[src/sv/stq_pkg.sv]
`timescale 1ns / 1ps
// ----------------------------------------------------------------------------
// stq_pkg
// Shared types and constants of the sorted timer event queue.
// ----------------------------------------------------------------------------
package stq_pkg;

    localparam int DEPTH     = 16;
    localparam int TAG_BITS  = 16;
    localparam int TIME_BITS = 48;
    localparam int CNT_BITS  = $clog2(DEPTH + 1);

    localparam int DELAY_BITS = 32;
    localparam int MS_BITS    = 10;
    localparam int PROD_BITS  = DELAY_BITS + MS_BITS;
    localparam int SUM_BITS   = ((TIME_BITS > PROD_BITS) ? TIME_BITS : PROD_BITS) + 1;

    localparam int SEC_BITS  = 29;
    localparam int USEC_BITS = 20;

    localparam logic [MS_BITS-1:0]   US_PER_MS = MS_BITS'(1000);
    localparam logic [USEC_BITS:0]   US_PER_S  = (USEC_BITS + 1)'(1000000);
    localparam logic [TIME_BITS-1:0] TIME_MAX  = '1;

    // divide by one million as a shift by six, then a multiply by the
    // rounded-up reciprocal of 15625 that is exact over the shifted range
    localparam int          DIV_SHIFT     = 6;
    localparam int          US_ODD        = 1000000 / (1 << DIV_SHIFT);
    localparam int          DIV_X_BITS    = TIME_BITS - DIV_SHIFT;
    localparam int          RECIP_SHIFT   = DIV_X_BITS + $clog2(US_ODD);
    localparam logic [63:0] RECIP         = ((64'd1 << RECIP_SHIFT) + 64'(US_ODD - 1))
                                            / 64'(US_ODD);
    localparam int          RECIP_BITS    = $clog2(RECIP + 64'd1);
    localparam int          DIV_XL_BITS   = DIV_X_BITS / 2;
    localparam int          DIV_XH_BITS   = DIV_X_BITS - DIV_XL_BITS;
    localparam int          DIV_RL_BITS   = DIV_XL_BITS;
    localparam int          DIV_RH_BITS   = RECIP_BITS - DIV_RL_BITS;
    localparam int          DIV_PROD_BITS = DIV_X_BITS + RECIP_BITS;

    // operation codes
    localparam logic [1:0] OP_INSERT = 2'd0;
    localparam logic [1:0] OP_REMOVE = 2'd1;
    localparam logic [1:0] OP_QUERY  = 2'd2;

    // status codes
    localparam logic [1:0] STATUS_OK    = 2'd0;
    localparam logic [1:0] STATUS_FULL  = 2'd1;
    localparam logic [1:0] STATUS_EMPTY = 2'd2;

    typedef struct packed {
        logic [1:0]            operation;
        logic [TIME_BITS-1:0]  now_us;
        logic [DELAY_BITS-1:0] delay_ms;
        logic [TAG_BITS-1:0]   tag;
    } in_item_t;

    typedef struct packed {
        logic                  head_valid;
        logic [TIME_BITS-1:0]  head_deadline;
        logic [TAG_BITS-1:0]   head_tag;
        logic [SEC_BITS-1:0]   wait_seconds;
        logic [USEC_BITS-1:0]  wait_microseconds;
        logic [CNT_BITS-1:0]   entry_count;
        logic [1:0]            status;
    } result_t;

    typedef struct packed {
        logic [TIME_BITS-1:0] deadline;
        logic [TAG_BITS-1:0]  tag;
    } entry_t;

    typedef enum logic [1:0] {
        CELL_HOLD,
        CELL_INSERT,
        CELL_REMOVE
    } cell_op_t;

    typedef struct packed {
        cell_op_t op;
        entry_t   new_entry;
    } cell_ctrl_t;

endpackage

[src/sv/stq_divider.sv]
`timescale 1ns / 1ps
// ----------------------------------------------------------------------------
// stq_divider
// Division of a time span by one million through a reciprocal multiply:
// split partial products, their sum, then the remainder, one stage each.
// ----------------------------------------------------------------------------
module stq_divider
(
    input  logic                              clk,
    input  logic                              rst_n,
    input  logic                              go,
    input  logic [stq_pkg::TIME_BITS-1:0]     dividend,
    output logic                              done,
    output logic [stq_pkg::SEC_BITS-1:0]      quotient,
    output logic [stq_pkg::USEC_BITS-1:0]     remainder
);

    logic [stq_pkg::DIV_XL_BITS-1:0]                     x_lo;
    logic [stq_pkg::DIV_XH_BITS-1:0]                     x_hi;
    logic [stq_pkg::DIV_RL_BITS-1:0]                     r_lo;
    logic [stq_pkg::DIV_RH_BITS-1:0]                     r_hi;

    logic [stq_pkg::DIV_XL_BITS+stq_pkg::DIV_RL_BITS-1:0] pp_ll_reg;
    logic [stq_pkg::DIV_XL_BITS+stq_pkg::DIV_RH_BITS-1:0] pp_lh_reg;
    logic [stq_pkg::DIV_XH_BITS+stq_pkg::DIV_RL_BITS-1:0] pp_hl_reg;
    logic [stq_pkg::DIV_XH_BITS+stq_pkg::DIV_RH_BITS-1:0] pp_hh_reg;
    logic [stq_pkg::USEC_BITS-1:0]                       low_reg;
    logic [stq_pkg::SEC_BITS-1:0]                        quo_reg;
    logic [stq_pkg::USEC_BITS-1:0]                       rem_reg;
    logic                                                mul_vld_reg;
    logic                                                sum_vld_reg;
    logic                                                done_reg;

    logic [stq_pkg::DIV_PROD_BITS-1:0]                   prod;
    logic [stq_pkg::USEC_BITS-1:0]                       quo_scaled;

    assign x_lo = stq_pkg::DIV_XL_BITS'(dividend >> stq_pkg::DIV_SHIFT);
    assign x_hi = stq_pkg::DIV_XH_BITS'(dividend >> (stq_pkg::DIV_SHIFT + stq_pkg::DIV_XL_BITS));
    assign r_lo = stq_pkg::DIV_RL_BITS'(stq_pkg::RECIP);
    assign r_hi = stq_pkg::DIV_RH_BITS'(stq_pkg::RECIP >> stq_pkg::DIV_RL_BITS);

    assign prod = stq_pkg::DIV_PROD_BITS'(pp_ll_reg)
                + (stq_pkg::DIV_PROD_BITS'(pp_lh_reg) << stq_pkg::DIV_RL_BITS)
                + (stq_pkg::DIV_PROD_BITS'(pp_hl_reg) << stq_pkg::DIV_XL_BITS)
                + (stq_pkg::DIV_PROD_BITS'(pp_hh_reg)
                   << (stq_pkg::DIV_XL_BITS + stq_pkg::DIV_RL_BITS));

    // only the low bits matter, the true remainder is below one million
    assign quo_scaled = quo_reg[stq_pkg::USEC_BITS-1:0]
                      * stq_pkg::USEC_BITS'(stq_pkg::US_PER_S);

    always_ff @(posedge clk or negedge rst_n)
    begin
        if (!rst_n)
        begin
            mul_vld_reg <= 1'b0;
            sum_vld_reg <= 1'b0;
            done_reg    <= 1'b0;
        end
        else
        begin
            mul_vld_reg <= go;
            sum_vld_reg <= mul_vld_reg;
            done_reg    <= sum_vld_reg;
        end
    end

    always_ff @(posedge clk)
    begin
        if (go)
        begin
            pp_ll_reg <= (stq_pkg::DIV_XL_BITS + stq_pkg::DIV_RL_BITS)'(x_lo)
                       * (stq_pkg::DIV_XL_BITS + stq_pkg::DIV_RL_BITS)'(r_lo);
            pp_lh_reg <= (stq_pkg::DIV_XL_BITS + stq_pkg::DIV_RH_BITS)'(x_lo)
                       * (stq_pkg::DIV_XL_BITS + stq_pkg::DIV_RH_BITS)'(r_hi);
            pp_hl_reg <= (stq_pkg::DIV_XH_BITS + stq_pkg::DIV_RL_BITS)'(x_hi)
                       * (stq_pkg::DIV_XH_BITS + stq_pkg::DIV_RL_BITS)'(r_lo);
            pp_hh_reg <= (stq_pkg::DIV_XH_BITS + stq_pkg::DIV_RH_BITS)'(x_hi)
                       * (stq_pkg::DIV_XH_BITS + stq_pkg::DIV_RH_BITS)'(r_hi);
            low_reg   <= dividend[stq_pkg::USEC_BITS-1:0];
        end
        if (mul_vld_reg)
            quo_reg <= stq_pkg::SEC_BITS'(prod >> stq_pkg::RECIP_SHIFT);
        if (sum_vld_reg)
            rem_reg <= low_reg - quo_scaled;
    end

    assign done      = done_reg;
    assign quotient  = quo_reg;
    assign remainder = rem_reg;

endmodule

[config.mk]
export PLATFORM = sky130hd
export DESIGN_NAME = stq_divider
export DESIGN_NICKNAME = d
export VERILOG_FILES = /design/src/sv/stq_pkg.sv /design/src/sv/stq_divider.sv
export SDC_FILE = /design/constraint.sdc
export NUM_CORES = 2
export LEC_CHECK = 0
export ABC_AREA = 0
export BUFFER_PORTS_ARGS = -buffer_cell sky130_fd_sc_hd__buf_2
export CAP_MARGIN = 20
export CELL_PAD_IN_SITES_DETAIL_PLACEMENT = 0
export CELL_PAD_IN_SITES_GLOBAL_PLACEMENT = 1
export CORE_MARGIN = 5
export CORE_UTILIZATION = 25
export CTS_BUF_LIST = sky130_fd_sc_hd__clkbuf_8
export CTS_CLUSTER_DIAMETER = 30
export DETAILED_ROUTE_END_ITERATION = 7
export PLACE_DENSITY = 0.5
export SYNTH_ARGS = -nofsm -noshare
export SYNTH_HDL_FRONTEND = slang
export SYNTH_SLANG_ARGS = --single-unit
[constraint.sdc]
create_clock -name clk -period 7.2 [get_ports clk]
set_input_delay 1.44 -clock clk [delete_from_list [all_inputs] [get_ports clk]]
set_output_delay 1.44 -clock clk [all_outputs]
set_load 0.02 [all_outputs]
==> reports/results.txt <==
global-route wire length before repair: 177,000 um
Filler cells: 15.8k
Synth area leaders: fa_1, ha_1, edfxtp_1
slew margin rel.: 41.2%
chip width: 401 um
Reg2Reg Launch Point: quotient[1]
largest net degree at the start of global routing: 135
number of nets in the layout: 5,722
max_cap viols: 0
CTS Buf Count: 56
fin. max-slew vios: 0
Worst EP arrival: 7.57 ns
Synth Flop Type: edfxtp_1
CP top delay family: adder cells
DP HPWL: 101,000 um
Synth async-reset ratio: 1.40%
crit path buf inv count: 6
Critical R2R Capture: remainder[19]
area leader, netlist: fa_1
clock latency on the worst-skew pair: 0.68 ns
Hold Path Stages: 0
Worst path slowest cell: fa_2
Root Buffer: clkbuf_8
R2R setup slack: 2.43 ns
# DRC: 0
wirelength, routed: 113,000 um
Syn Inst Count: 3,538
post-route setup slack: 0.0258 ns
RSZ-0062 raised after global routing: yes
Reg2Reg Depth: 16
Setup CP Type: in2reg
Max Buffers Root-to-Sink: 3
clock slew at reported path FFs: 0.06 ns
CP Cell Sequence: buf_6, fa_2, clkinvlp_4, fa_2, fa_1, fa_1, inv_1, fa_2, fa_1, fa_1, ha_4, buf_4, a21oi_2, nor2_1, a221o_1, nand4_1, o211ai_1, a31oi_1, buf_4, o211ai_1, buf_4, nor4_4, nor3_2, xor2_1
number of enable flip-flop cells after synthesis: 211
CTS tree: done
Iteration-0 DRC Markers: 985
core footprint: 152,000 sq um
DRT antenna net count: 0
Area Growth Syn to Fin: 24.5%
Synth warnings: 0
Synth Cell Area: 38,200 sq um
Place WS: -0.818 ns
fmax: 139 MHz
Final Critical Period: 7.17 ns
wire length per cell: 17.7 um
element type at the critical path end: flip-flop
CP Max Fanout: 3
Die ar.: 161,000 sq um
Worst Hold Path EP: remainder[3]
Die Y: 401 um
crit-path max cell delay: 0.59 ns
synthesized area per cell: 10.8 sq um
gr usage total: 14.3%
total gr overflow: 0
Worst-Margin Slew: 0.882 ns
Clock Sinks: 214
flops & latches, synth: 214
Worst Hold Class: reg2reg
startpoint class of the critical path: primary input
IO Count: 101
Layout Skew: 0.0617 ns
most common cell after layout, fill and taps aside: inv_1
CP required: 7.59 ns
Final setup viols: 0
Syn Nets: 4,971
via count: 26.1k
layout cells sized above 1: 21.0%
port buffer count: 100
FP Rows: 143
vias in the first global route: 29.4k
initial antenna violation count: 6
GP Congestion: 0.857
Seq/Total Area, Yosys: 16.8%
share of the synthesized area in the top cell type: 33.1%
final hold viol count: 0
library cells used by synthesis: 78
hold_sp: low_reg[3]
Initial Util: 25.2%
status: complete, no violations
drt pass-1 iters: 8
htree depth: 2
commonest non-fill, non-tap cells in the layout: inv_1, ha_1, fa_1, buf_4, edfxtp_1
most used cell, CP: fa_1
Tcrit/Tclk final: 99.6%
vias per inst: 4.10
synth_stat cells (14+ instances only):
master / number
a211oi_1: 15
nand3_1: 35
xor2_1: 61
nor3_1: 35
o21ai_0: 66
o21a_1: 23
nand2b_1: 20
nor2b_1: 21
a21o_1: 71
xnor2_1: 105
ha_1: 751
or2_2: 14
edfxtp_1: 211
a21oi_1: 133
nor2_1: 94
fa_1: 631
o21bai_1: 20
inv_1: 974
a31oi_1: 18
nand2_1: 83
metrics by stage:
| step | TNS, ns | instances | utilization [%] | hold WS [ns] | cell area (sq um) |
|---|---|---|---|---|---|
| final | 0 | 6369 | 31.3 | 0.420 | 47600 |
| after global routing | -0.281 | 6368 | 31.3 | 0.423 | 47600 |
| after CTS | 0 | 6358 | 31.0 | 0.420 | 47100 |
| after detailed placement | -31.66 | 6255 | 30.1 | 0.406 | 45800 |
| after global placement | -31.05 | 6255 | 30.1 | 0.401 | 45800 |
| after floorplan | -0.766 | 3538 | - | 0.400 | 38300 |
area by class of cell:
| class | count | area (sq um) | area share [%] |
|---|---|---|---|
| diodes | 5 | 12.5 | 0.0263 |
| multi-input cells | 2341 | 28600 | 60.0 |
| clock inverters | 47 | 513 | 1.08 |
| inverters | 974 | 3660 | 7.69 |
| flip-flops and latches | 214 | 6410 | 13.5 |
| well taps | 2030 | 2540 | 5.34 |
| repair buffers | 702 | 5120 | 10.8 |
| clock buffers | 56 | 771 | 1.62 |
cell families after synthesis:
group           Yosys count  synth area share (%)
compound gates          424                  7.25
flops                   214                  16.8
xor+xnor                166                  3.80
simple gates            366                  4.73
mux                       3                0.0786
fa+ha+maj              1382                  57.7
buf+inv                 983                  9.70
timing repair:
item / CTS / global route
setup endpoints to repair: 5 / 36
resized for setup: 3 / 99
pin swaps: 3 / 64
hold buffers: 0 / 0
setup buffers: 0 / 6
layer usage:
metal / GRT usage (%) / share of wire [%] / vias to the layer above
li1: - / - / 12900
met1: 19.7 / 48 / 12900
met2: 24.3 / 48 / 266
met3: 1.55 / 2.5 / 102
met4: 3.03 / 2.2 / 2
met5: 0 / 0.012 / -
worst max path at each step:
stage            startpoint            end  slack (ns)  depth (start not counted)
3_3_place_gp   dividend[36]  pp_hh_reg[38]       -0.78                         24
2_1_floorplan  dividend[17]  pp_lh_reg[42]       -0.26                         21
6_report       dividend[36]  pp_hh_reg[39]        0.03                         24
3_5_place_dp   dividend[37]  pp_hh_reg[42]       -0.82                         24
4_1_cts        dividend[38]  pp_hl_reg[38]       0.002                         22
5_1_grt        dividend[36]  pp_hh_reg[39]       -0.19                         25
Power is left out: the tool's default activity adds up to more than one toggle a clock period on the data nets, which glitch-free logic cannot reach.
