<file path="src/sv/stq_pkg.sv">
`timescale 1ns / 1ps
// ----------------------------------------------------------------------------
// stq_pkg
// Shared types and constants of the sorted timer event queue.
// ----------------------------------------------------------------------------
package stq_pkg;

    localparam int DEPTH     = 16;
    localparam int TAG_BITS  = 16;
    localparam int TIME_BITS = 48;
    localparam int CNT_BITS  = $clog2(DEPTH + 1);

    localparam int DELAY_BITS = 32;
    localparam int MS_BITS    = 10;
    localparam int PROD_BITS  = DELAY_BITS + MS_BITS;
    localparam int SUM_BITS   = ((TIME_BITS > PROD_BITS) ? TIME_BITS : PROD_BITS) + 1;

    localparam int SEC_BITS  = 29;
    localparam int USEC_BITS = 20;

    localparam logic [MS_BITS-1:0]   US_PER_MS = MS_BITS'(1000);
    localparam logic [USEC_BITS:0]   US_PER_S  = (USEC_BITS + 1)'(1000000);
    localparam logic [TIME_BITS-1:0] TIME_MAX  = '1;

    // divide by one million as a shift by six, then a multiply by the
    // rounded-up reciprocal of 15625 that is exact over the shifted range
    localparam int          DIV_SHIFT     = 6;
    localparam int          US_ODD        = 1000000 / (1 << DIV_SHIFT);
    localparam int          DIV_X_BITS    = TIME_BITS - DIV_SHIFT;
    localparam int          RECIP_SHIFT   = DIV_X_BITS + $clog2(US_ODD);
    localparam logic [63:0] RECIP         = ((64'd1 << RECIP_SHIFT) + 64'(US_ODD - 1))
                                            / 64'(US_ODD);
    localparam int          RECIP_BITS    = $clog2(RECIP + 64'd1);
    localparam int          DIV_XL_BITS   = DIV_X_BITS / 2;
    localparam int          DIV_XH_BITS   = DIV_X_BITS - DIV_XL_BITS;
    localparam int          DIV_RL_BITS   = DIV_XL_BITS;
    localparam int          DIV_RH_BITS   = RECIP_BITS - DIV_RL_BITS;
    localparam int          DIV_PROD_BITS = DIV_X_BITS + RECIP_BITS;

    // operation codes
    localparam logic [1:0] OP_INSERT = 2'd0;
    localparam logic [1:0] OP_REMOVE = 2'd1;
    localparam logic [1:0] OP_QUERY  = 2'd2;

    // status codes
    localparam logic [1:0] STATUS_OK    = 2'd0;
    localparam logic [1:0] STATUS_FULL  = 2'd1;
    localparam logic [1:0] STATUS_EMPTY = 2'd2;

    typedef struct packed {
        logic [1:0]            operation;
        logic [TIME_BITS-1:0]  now_us;
        logic [DELAY_BITS-1:0] delay_ms;
        logic [TAG_BITS-1:0]   tag;
    } in_item_t;

    typedef struct packed {
        logic                  head_valid;
        logic [TIME_BITS-1:0]  head_deadline;
        logic [TAG_BITS-1:0]   head_tag;
        logic [SEC_BITS-1:0]   wait_seconds;
        logic [USEC_BITS-1:0]  wait_microseconds;
        logic [CNT_BITS-1:0]   entry_count;
        logic [1:0]            status;
    } result_t;

    typedef struct packed {
        logic [TIME_BITS-1:0] deadline;
        logic [TAG_BITS-1:0]  tag;
    } entry_t;

    typedef enum logic [1:0] {
        CELL_HOLD,
        CELL_INSERT,
        CELL_REMOVE
    } cell_op_t;

    typedef struct packed {
        cell_op_t op;
        entry_t   new_entry;
    } cell_ctrl_t;

endpackage

</file>
<file path="src/sv/stq_cell.sv">
`timescale 1ns / 1ps
// ----------------------------------------------------------------------------
// stq_cell
// One slot of the sorted queue: holds an entry, shifts on insert or remove.
// ----------------------------------------------------------------------------
module stq_cell
(
    input  logic                clk,
    input  stq_pkg::cell_ctrl_t ctrl,
    input  logic                occupied,
    input  stq_pkg::entry_t     left_entry,
    input  logic                left_before,
    input  stq_pkg::entry_t     right_entry,
    output stq_pkg::entry_t     entry,
    output logic                ahead
);

    stq_pkg::entry_t entry_reg;
    stq_pkg::entry_t entry_next;

    // strictly earlier entries stay ahead, equal ones move behind the new one
    assign ahead = occupied && (entry_reg.deadline < ctrl.new_entry.deadline);
    assign entry = entry_reg;

    always_comb
    begin
        entry_next = entry_reg;
        case (ctrl.op)
            stq_pkg::CELL_INSERT:
            begin
                if (!ahead)
                begin
                    if (left_before)
                        entry_next = ctrl.new_entry;
                    else
                        entry_next = left_entry;
                end
            end
            stq_pkg::CELL_REMOVE:
            begin
                entry_next = right_entry;
            end
            default:
            begin
                entry_next = entry_reg;
            end
        endcase
    end

    always_ff @(posedge clk)
    begin
        entry_reg <= entry_next;
    end

endmodule

</file>
<file path="config.mk">
export PLATFORM = sky130hd
export DESIGN_NAME = stq_cell
export DESIGN_NICKNAME = d
export VERILOG_FILES = /design/src/sv/stq_pkg.sv /design/src/sv/stq_cell.sv
export SDC_FILE = /design/constraint.sdc
export NUM_CORES = 1
export LEC_CHECK = 0
export BUFFER_PORTS_ARGS = -buffer_cell sky130_fd_sc_hd__buf_4
export CAP_MARGIN = 20
export CORE_MARGIN = 5
export CORE_UTILIZATION = 45
export DETAILED_ROUTE_END_ITERATION = 12
export HOLD_SLACK_MARGIN = 0.06
export PLACE_DENSITY = 0.82
export SLEW_MARGIN = 10
export SYNTH_ARGS = -nofsm -noshare
export SYNTH_HDL_FRONTEND = slang
export SYNTH_SLANG_ARGS = --single-unit
</file>
<file path="constraint.sdc">
create_clock -name clk -period 8.1 [get_ports clk]
set_input_delay 0.81 -clock clk [delete_from_list [all_inputs] [get_ports clk]]
set_output_delay 0.81 -clock clk [all_outputs]
set_load 0.05 [all_outputs]
</file>
==> run metrics, run 1 <==
result of the run finished clean; Syn Inst Count 450; worst hold stages 3; Synth Register Bits 64; post-DP HPWL 11,150 um; synth warn 0; Crit Path Max Fanout 33; post-cts sizing count 0; RR Endpoint entry[2]; TritonCTS buffer count 9; Core Rows 36; vias per std cell slightly above 5; Slew HR 27.80%; Syn Nets roughly 700; Clk pin slew, worst setup/hold paths 70 ps; Nets 948; synth top area cells edfxtp_1 (43%), mux2i_1 (14%), ha_1 (13%); Hold EP entry[37]; Initial Util a little under half; synth unique cells 31; worst r2r src entry[63]; commonest non-fill, non-tap cell in the layout buf_4; Register Area 0.001922 sq mm; Routability Congestion 0.8404; area fraction of the dominant cell type after synthesis between 40% and 50%; total track usage approximately 22%; Crit Path Class in2reg; number of routed nets with antenna violations 0; Finished Layout Cells 840; CP arrival 3890 ps; most frequent cells in the layout buf_4 (263), nand2_1 (76), mux2i_1 (64), edfxtp_1 (64); Max Cap Violations 0; 1st-iter DRT viols 224; Max rail drop VDD 0.00008836 V; routed len/inst 16.24 um; DRC viols 0; pin count of the biggest net entering global routing 129; DIE AREA 0.01192 sq mm; Worst-Margin Slew 1083 ps; Syn Area/Cell 9.834 sq um; synthesis-to-finish area growth 51.94%; clk root buf clkbuf_8; R2R depth 8; Setup crit start kind primary input; postcts setup bufs 0; Worst-Skew Late Latency ~330 ps; # IOs 262; leakage power figure ~3.3 nW; first-pass GRT wire length 20,470 um; number of global-route vias before repair 4,377; via count 4,263; ANT cells 0; Seq/Total Area, Yosys 43.43%; PortBufs between 200 and 300; clk buf depth 2; initial antenna violation count 0; Hold Path Class in2reg; Total Neg Setup Slack 0 ps; largest area contributor in the netlist edfxtp_1; count of final setup violators 0; fin crit share 48.33%; Tmin final just under 4000 ps; footprint of the multi-input gates 0.002262 sq mm; H-tree levels 3; Die H 109.2 um; Hold Fails Final Rpt 0; grt ovf 0; drt first pass iters 4; hold_buf cts 0; share of layout cells above drive strength 1 39.60%; Pins Over Slew Limit 0; clk sinks 64; CP required roughly 8000 ps; CTS tree done; Worst setup EP type register; hold path start right_entry[37]; WL final approximately 14,000 um; RSZ-0062 raised after global routing no; Core ar. 0.009684 sq mm; R2R Setup Slk 4360 ps; die width 109.2 um; Synth Cell Area between 0.004 and 0.005 sq mm; # fillers 753; Worst Clk Skew 5.161 ps; max reg flops 64; placed insts 825; Power Density 170.3 mW/mm^2; maximum clock rate 0.2555 GHz
[area by class of cell]
class,count,area share (%)
clock buffers,10,1.898
clock inverters,4,1.061
inverters,48,2.680
multi-input cells,317,33.64
flip-flops and latches,64,28.58
well taps,133,2.475
repair buffers,264,29.66
[power breakdown]
group | total [W] | leakage [nW] | internal [W] | switching (W)
clock network | 0.000282 | 0.0959 | 0.000169 | 0.000113
logic | 0.000426 | 2.59 | 0.000167 | 0.000259
registers | 0.000437 | 0.620 | 0.000417 | 0.0000197
total | 0.00115 | 3.30 | 0.000754 | 0.000392
[per-layer routing]
metal  track usage [%]  vias to the layer above  routed length [um]
li1                  -                     2119                   -
met2             39.69                      203                7000
met5                 0                        -                   0
met3             5.980                       38                1192
met1             24.05                     1903                4974
met4             10.33                        0                 473
[kinds of logic after synthesis]
group | share of synthesized area [%]
AND/OR/NAND/NOR | 10.07
AO/OA/AOI/OAI | 12.58
buffers and inverters | 5.965
multiplexers | 14.48
flip-flops | 43.43
adder cells (fa/ha/maj) | 13.29
XOR/XNOR | 0.1979
[cells in the mapped netlist]
cell       count
nand2_1       76
edfxtp_1      64
mux2i_1       64
inv_1         48
o21ai_0       48
ha_1          47
o21ai_1       21
a21oi_1       19
clkbuf_1      15
nand4_1        9
nand3_1        5
a21o_1         4
buf_2          4
nand2b_1       3
nor2_1         3
a211oi_1       2
buf_1          2
nor3_1         2
nor4_1         2
a2111oi_0      1
a2111oi_2      1
a221oi_1       1
a31oi_1        1
a32oi_1        1
and2_1         1
nor2b_1        1
o211ai_1       1
o21ai_4        1
or2_1          1
or4_1          1
xnor2_1        1
[critical path: stages]
cell and delay [ps]:
buf_4 80, inv_1 30, ha_1 310, nand4_1 180, nor4_1 570, nand2_1 100, nor4_1 190, a32oi_1 140
a31oi_4 910, buf_4 540
[worst max-delay path by stage]
stage,start,endpoint,slack [ps]
3_3_place_gp,ctrl[62],entry[21],3840
6_report,ctrl[62],entry[2],4190
3_5_place_dp,ctrl[62],entry[23],3780
5_1_grt,ctrl[62],entry[17],3860
2_1_floorplan,ctrl[62],entry[0],2220
4_1_cts,ctrl[62],entry[19],4120
[stage by stage]
| step | hold WS, ps | setup slack [ps] | area, sq um | power (W) | util (%) |
|---|---|---|---|---|---|
| global route | 752.2 | 3859 | 6724 | 0.001207 | 69.43 |
| CTS | 739.9 | 4124 | 6704 | 0.001154 | 69.22 |
| floorplan | 997.1 | 2216 | 4425 | 0.0006958 | - |
| finish | 753.6 | 4186 | 6724 | 0.001145 | 69.43 |
| detailed placement | 1089 | 3775 | 6505 | 0.0008714 | 67.17 |
| global placement | 1084 | 3845 | 6505 | 0.0008594 | 67.17 |
No activity file was read; power rests on OpenSTA's default activity.
==> run 2, diff against run 1 <==
--- a/config.mk
+++ b/config.mk
@@ -8,10 +8,10 @@
 export BUFFER_PORTS_ARGS = -buffer_cell sky130_fd_sc_hd__buf_4
 export CAP_MARGIN = 20
 export CORE_MARGIN = 5
-export CORE_UTILIZATION = 45
+export CORE_UTILIZATION = 40
 export DETAILED_ROUTE_END_ITERATION = 12
 export HOLD_SLACK_MARGIN = 0.06
-export PLACE_DENSITY = 0.82
+export PLACE_DENSITY = 0.78
 export SLEW_MARGIN = 10
 export SYNTH_ARGS = -nofsm -noshare
 export SYNTH_HDL_FRONTEND = slang
==> constraint.sdc (replaced) <==
create_clock -name clk -period 3.6 [get_ports clk]
set_input_delay 0.36 -clock clk [delete_from_list [all_inputs] [get_ports clk]]
set_output_delay 0.36 -clock clk [all_outputs]
set_load 0.05 [all_outputs]
==> run metrics, run 2 (synthesis gave the netlist of run 1 again) <==
Slew HR 28.04% (+0.24 points); Worst setup EP type register; WL final 13,470 um (-1.2%); CTS tree done; fin crit share 86.68%; postcts setup bufs 0 (unchanged); DIE AREA 0.01327 sq mm (+11%); Core Rows 38 (+5.6%); via count 4,251 (-0.28%); routed len/inst 15.85 um (-2.4%); placed insts 834 (+1.1%); hold_buf cts 0 (unchanged); Die H 115.2 um (+5.5%); Cell Chain, Critical Path ha_1, nand4_1, nor4_1, buf_4, nand2_1, nor4_1, a32oi_1, a31oi_4, buf_4; clk buf depth 2 (unchanged); number of global-route vias before repair 4,455 (+1.8%); count of final setup violators 0 (unchanged); DRC viols 0 (unchanged); R2R Setup Slk 480 ps (-3880 ps); Nets 949 (+0.11%); share of layout cells above drive strength 1 40.14% (+0.54 points); worst hold stages 3 (unchanged); post-DP HPWL 11,190 um (+0.28%); Initial Util 40.82% (-4.9 points); max reg flops 64 (unchanged); most frequent cells in the layout buf_4 (265), nand2_1 (76), mux2i_1 (64), edfxtp_1 (64); CP required 3570 ps (-4510 ps); Crit path buffers/inverters 2 (-1); Pins Over Slew Limit 0 (unchanged); Routability Congestion 0.8479 (+0.89%); Core ar. 0.01084 sq mm (+12%); Max rail drop VDD 0.0002235 V (+150%); grt ovf 0 (unchanged); Power Density 397.2 mW/mm^2 (+130%); Crit Path Class reg2reg; R2R depth 9 (+1); Hold Fails Final Rpt 0 (unchanged); post-cts sizing count 0 (unchanged); Finished Layout Cells 850 (+1.2%); Worst Clk Skew 11.40 ps (+6.241 ps); hold path start right_entry[7]; pin count of the biggest net entering global routing 73 (-43%); initial antenna violation count 0 (unchanged); Clk pin slew, worst setup/hold paths 80 ps (about the same); Total Neg Setup Slack 0 ps (unchanged); footprint of the multi-input gates 0.002262 sq mm (unchanged); die width 115.2 um (+5.5%); clk root buf clkbuf_8; 1st-iter DRT viols 122 (-46%); drt first pass iters 4 (unchanged); Worst-Skew Late Latency 340 ps (about the same); number of routed nets with antenna violations 0 (unchanged); Hold Path Class in2reg; maximum clock rate roughly 0.32 GHz; # IOs 262 (unchanged); clk sinks 64 (unchanged); CP arrival 3090 ps (-800 ps); # fillers 910 (+21%); overall power 0.002690 W (+130%); H-tree levels 3 (unchanged); Crit Path Max Fanout 64 (+94%); total track usage 19.95% (-2.1 points); ANT cells 0 (unchanged); Setup crit start kind register; synthesis-to-finish area growth 53.04%; TritonCTS buffer count 9 (unchanged); first-pass GRT wire length 20,900 um (+2.1%); result of the run finished clean; RR Endpoint entry[1]; Place WS 438.8 ps (-3337 ps); PortBufs 261 (unchanged); Max Cap Violations 0 (unchanged); leakage power figure 3.329 nW (+0.77%); final setup margin 479.5 ps (-3706 ps); Hold EP entry[7]; slowest CP cell buf_4; vias per std cell 5.001 (-1.5%); commonest non-fill, non-tap cell in the layout buf_4; Register Area 0.001922 sq mm (unchanged); worst r2r src entry[62]; Worst-Margin Slew 1079 ps (-3.633 ps); RSZ-0062 raised after global routing no; CP delay by family, top buffers and inverters; Tmin final 3121 ps; CP max stage delay 670 ps (-240 ps)
-- run 2: per-layer routing --
layer / global-route usage (%) / up-vias / part of all wire, % / routed length [um]
li1: - / 2129 / - / -
met5: 0 / - / 0 / 0
met2: 37.23 / 159 / 54 / 7223
met4: 4.382 / 0 / 1.2 / 157
met3: 5.526 / 14 / 8.0 / 1072
met1: 22.57 / 1949 / 37 / 5020
-- run 2: worst max-delay path by stage --
| stage | slack, ps | depth (start not counted) | end | startpoint |
|---|---|---|---|---|
| 2_1_floorplan | 30 | 7 | entry[0] | entry[62] |
| 3_3_place_gp | 550 | 11 | entry[7] | ctrl[62] |
| 3_5_place_dp | 440 | 11 | entry[27] | ctrl[62] |
| 4_1_cts | 450 | 9 | entry[25] | entry[62] |
| 5_1_grt | 240 | 9 | entry[17] | entry[62] |
| 6_report | 480 | 9 | entry[1] | entry[62] |
-- run 2: worst register-to-register path: cells and delay by family, from the launching register on --
family	cells	cell delay [ps]
AND/OR/NAND/NOR	4	750
buffers and inverters	2	840
adder cells (fa/ha/maj)	1	340
flip-flops	1	430
AO/OA/AOI/OAI	2	350
-- run 2: layout make-up --
| class | instances | share of cell area, % |
|---|---|---|
| Sequential cell | 64 | 28.38 |
| Inverter | 48 | 2.660 |
| Multi-Input combinational cell | 317 | 33.40 |
| Clock inverter | 7 | 1.774 |
| Tap cell | 140 | 2.586 |
| Timing Repair Buffer | 265 | 29.37 |
| Clock buffer | 9 | 1.829 |
-- run 2: stage by stage --
step | hold WS [ps] | instance area, sq um | utilization, %
after floorplan | 547.1 | 4441 | -
after global placement | 639.7 | 6529 | 60.23
after detailed placement | 640.4 | 6529 | 60.23
after CTS | 277.2 | 6773 | 62.48
after global routing | 277.2 | 6773 | 62.48
final | 292.8 | 6773 | 62.48
-- run 2: where the power goes --
group	internal (W)	switching [W]	total [W]
Clock	0.000461	0.000291	0.000752
Sequential	0.000938	0.0000416	0.000980
Combinational	0.000376	0.000583	0.000959
==> run 3, diff against run 2 <==
--- a/config.mk
+++ b/config.mk
@@ -7,6 +7,7 @@
 export LEC_CHECK = 0
 export BUFFER_PORTS_ARGS = -buffer_cell sky130_fd_sc_hd__buf_4
 export CAP_MARGIN = 20
+export CORE_ASPECT_RATIO = 0.5
 export CORE_MARGIN = 5
 export CORE_UTILIZATION = 40
 export DETAILED_ROUTE_END_ITERATION = 12
==> run metrics, run 3 (synthesis gave the netlist of run 1 again) <==
via count 4,221 (-0.71%); clk buf depth 2 (unchanged); CTS tree done; grt ovf 0 (unchanged); most frequent cells in the layout buf_4 (266), nand2_1 (76), mux2i_1 (64), edfxtp_1 (64); post-DP HPWL 11,670 um (+4.3%); 1st-iter DRT viols 237 (+94%); H-tree levels 3 (unchanged); share of layout cells above drive strength 1 39.66% (-0.48 points); clk sinks 64 (unchanged); total track usage 20.44% (+0.49 points); Clk pin slew, worst setup/hold paths 50 ps (-30 ps); WL final 14,160 um (+5.1%); Crit Path Class reg2out; fin crit share 87.64% (+0.96 points); PortBufs 261 (unchanged); leakage power figure 3.342 nW (+0.41%); switching share of power 34.43% (+0.41 points); Clk network pwr share 28.0% (about the same); synthesis-to-finish area growth 53.60%; CP required 3240 ps (-330 ps); ANT cells 0 (unchanged); Worst setup EP type output pin; drt first pass iters 5 (+1); Nets 950 (+0.11%); Worst Clk Skew 4.671 ps (-6.731 ps); Worst-Skew Late Latency 320 ps (-20 ps); Max rail drop VDD 0.0002512 V (+12%); Initial Util 40.56% (-0.27 points); R2R depth 8 (-1); final core utilization 62.30% (-0.18 points); combinational fraction of design power 35.7% (about the same); CP max stage delay 610 ps (-60 ps); sequential power share 36.3% (about the same); Power Density 397.2 mW/mm^2 (about the same); Crit Path Max Fanout 2 (-97%); initial antenna violation count 0 (unchanged); pin count of the biggest net entering global routing 65 (-11%); die width 158.8 um (+38%); worst hold stages 3 (unchanged); Sw Pwr 0.0009296 W (+1.6%); slowest CP cell or4_1; postcts setup bufs 0 (unchanged); max reg flops 64 (unchanged); routed len/inst 16.54 um (+4.3%); commonest non-fill, non-tap cell in the layout buf_4; Hold Fails Final Rpt 0 (unchanged); Core Rows 27 (-29%); count of final setup violators 0 (unchanged); number of global-route vias before repair 4,437 (-0.40%); Die H 84.38 um (-27%); first-pass GRT wire length 22,360 um (+7.0%); maximum clock rate 0.3169 GHz (-1.1%); CP arrival 2800 ps (-290 ps); DRC viols 0 (unchanged); Routability Congestion 0.9210 (+8.6%); # fillers 916 (+0.66%); Total Neg Setup Slack 0 ps (unchanged); DIE AREA 0.01340 sq mm (+0.96%); Setup crit start kind register; vias per std cell 4.931 (-1.4%); clk root buf clkbuf_16; Max Cap Violations 0 (unchanged); Slew HR 27.05% (-0.99 points); # IOs 262 (unchanged); Pins Over Slew Limit 0 (unchanged); Hold Path Class in2reg; Core ar. 0.01091 sq mm (+0.66%); hold_buf cts 0 (unchanged); post-cts sizing count 0 (unchanged); Pint 0.001770 W (-0.26%); TritonCTS buffer count 9 (unchanged); Cell Chain, Critical Path ha_1, a2111oi_2, a2111oi_0, or4_1, a32oi_1, and2_1, buf_4; Tmin final 3155 ps (+34.66 ps); Worst-Margin Slew 1094 ps (+14.84 ps); RSZ-0062 raised after global routing no; number of routed nets with antenna violations 0 (unchanged); result of the run finished clean
==> run 3: path summary, 6_finish.rpt <==
check / start / to / slack [ps]
max: entry[17] / ahead / 440
max reg2reg: entry[62] / entry[18] / 660
min reg2reg: entry[63] / entry[57] / 1490
min: right_entry[43] / entry[43] / 310
==> run 3: stage by stage <==
stage                     instance area (sq um)  total power [W]  instances  setup WS (ps)  hold WS, ps
after detailed placement                   6543         0.001965        840          546.0        639.1
after global placement                     6543         0.001945        840          650.7        633.8
final                                      6798         0.002700        856          444.8        314.0
after CTS                                  6798         0.002726        856          426.6        302.1
after floorplan                            4441         0.001560        450          29.36        547.1
after global routing                       6798         0.002838        856          348.7        308.0
==> run 3: worst max-delay path, delay by kind of cell (launching register included) <==
kind | cells | cell delay [ps]
AND/OR/NAND/NOR | 2 | 800
adder cells (fa/ha/maj) | 1 | 300
buffers and inverters | 1 | 200
AO/OA/AOI/OAI | 3 | 750
flip-flops | 1 | 410
==> run 3: layout make-up <==
type / instances / area [sq um] / share of cell area [%]
inverter: 48 / 180.2 / 2.650
sequential: 64 / 1922 / 28.27
clock inverter: 6 / 26.28 / 0.3865
tap: 145 / 181.4 / 2.669
multi-input combinational: 317 / 2262 / 33.28
timing repair buffer: 266 / 1997 / 29.38
clock buffer: 10 / 229.0 / 3.368
==> run 3: power by group through the flow <==
stage / Sequential [W] / Clock, W / Combinational (W)
floorplan: 0.00128 / 0 / 0.000284
global placement: 0.000989 / 0 / 0.000956
detailed placement: 0.000996 / 0 / 0.000969
CTS: 0.000981 / 0.000771 / 0.000973
global route: 0.000989 / 0.000811 / 0.00104
finish: 0.000980 / 0.000757 / 0.000963
==> run 3: routing by layer <==
metal / track usage (%) / up-vias / wire, um
li1: - / 2122 / -
met1: 23.48 / 1968 / 5711
met2: 37.96 / 101 / 7575
met3: 4.855 / 30 / 554
met4: 6.245 / 0 / 315
met5: 0 / - / 0
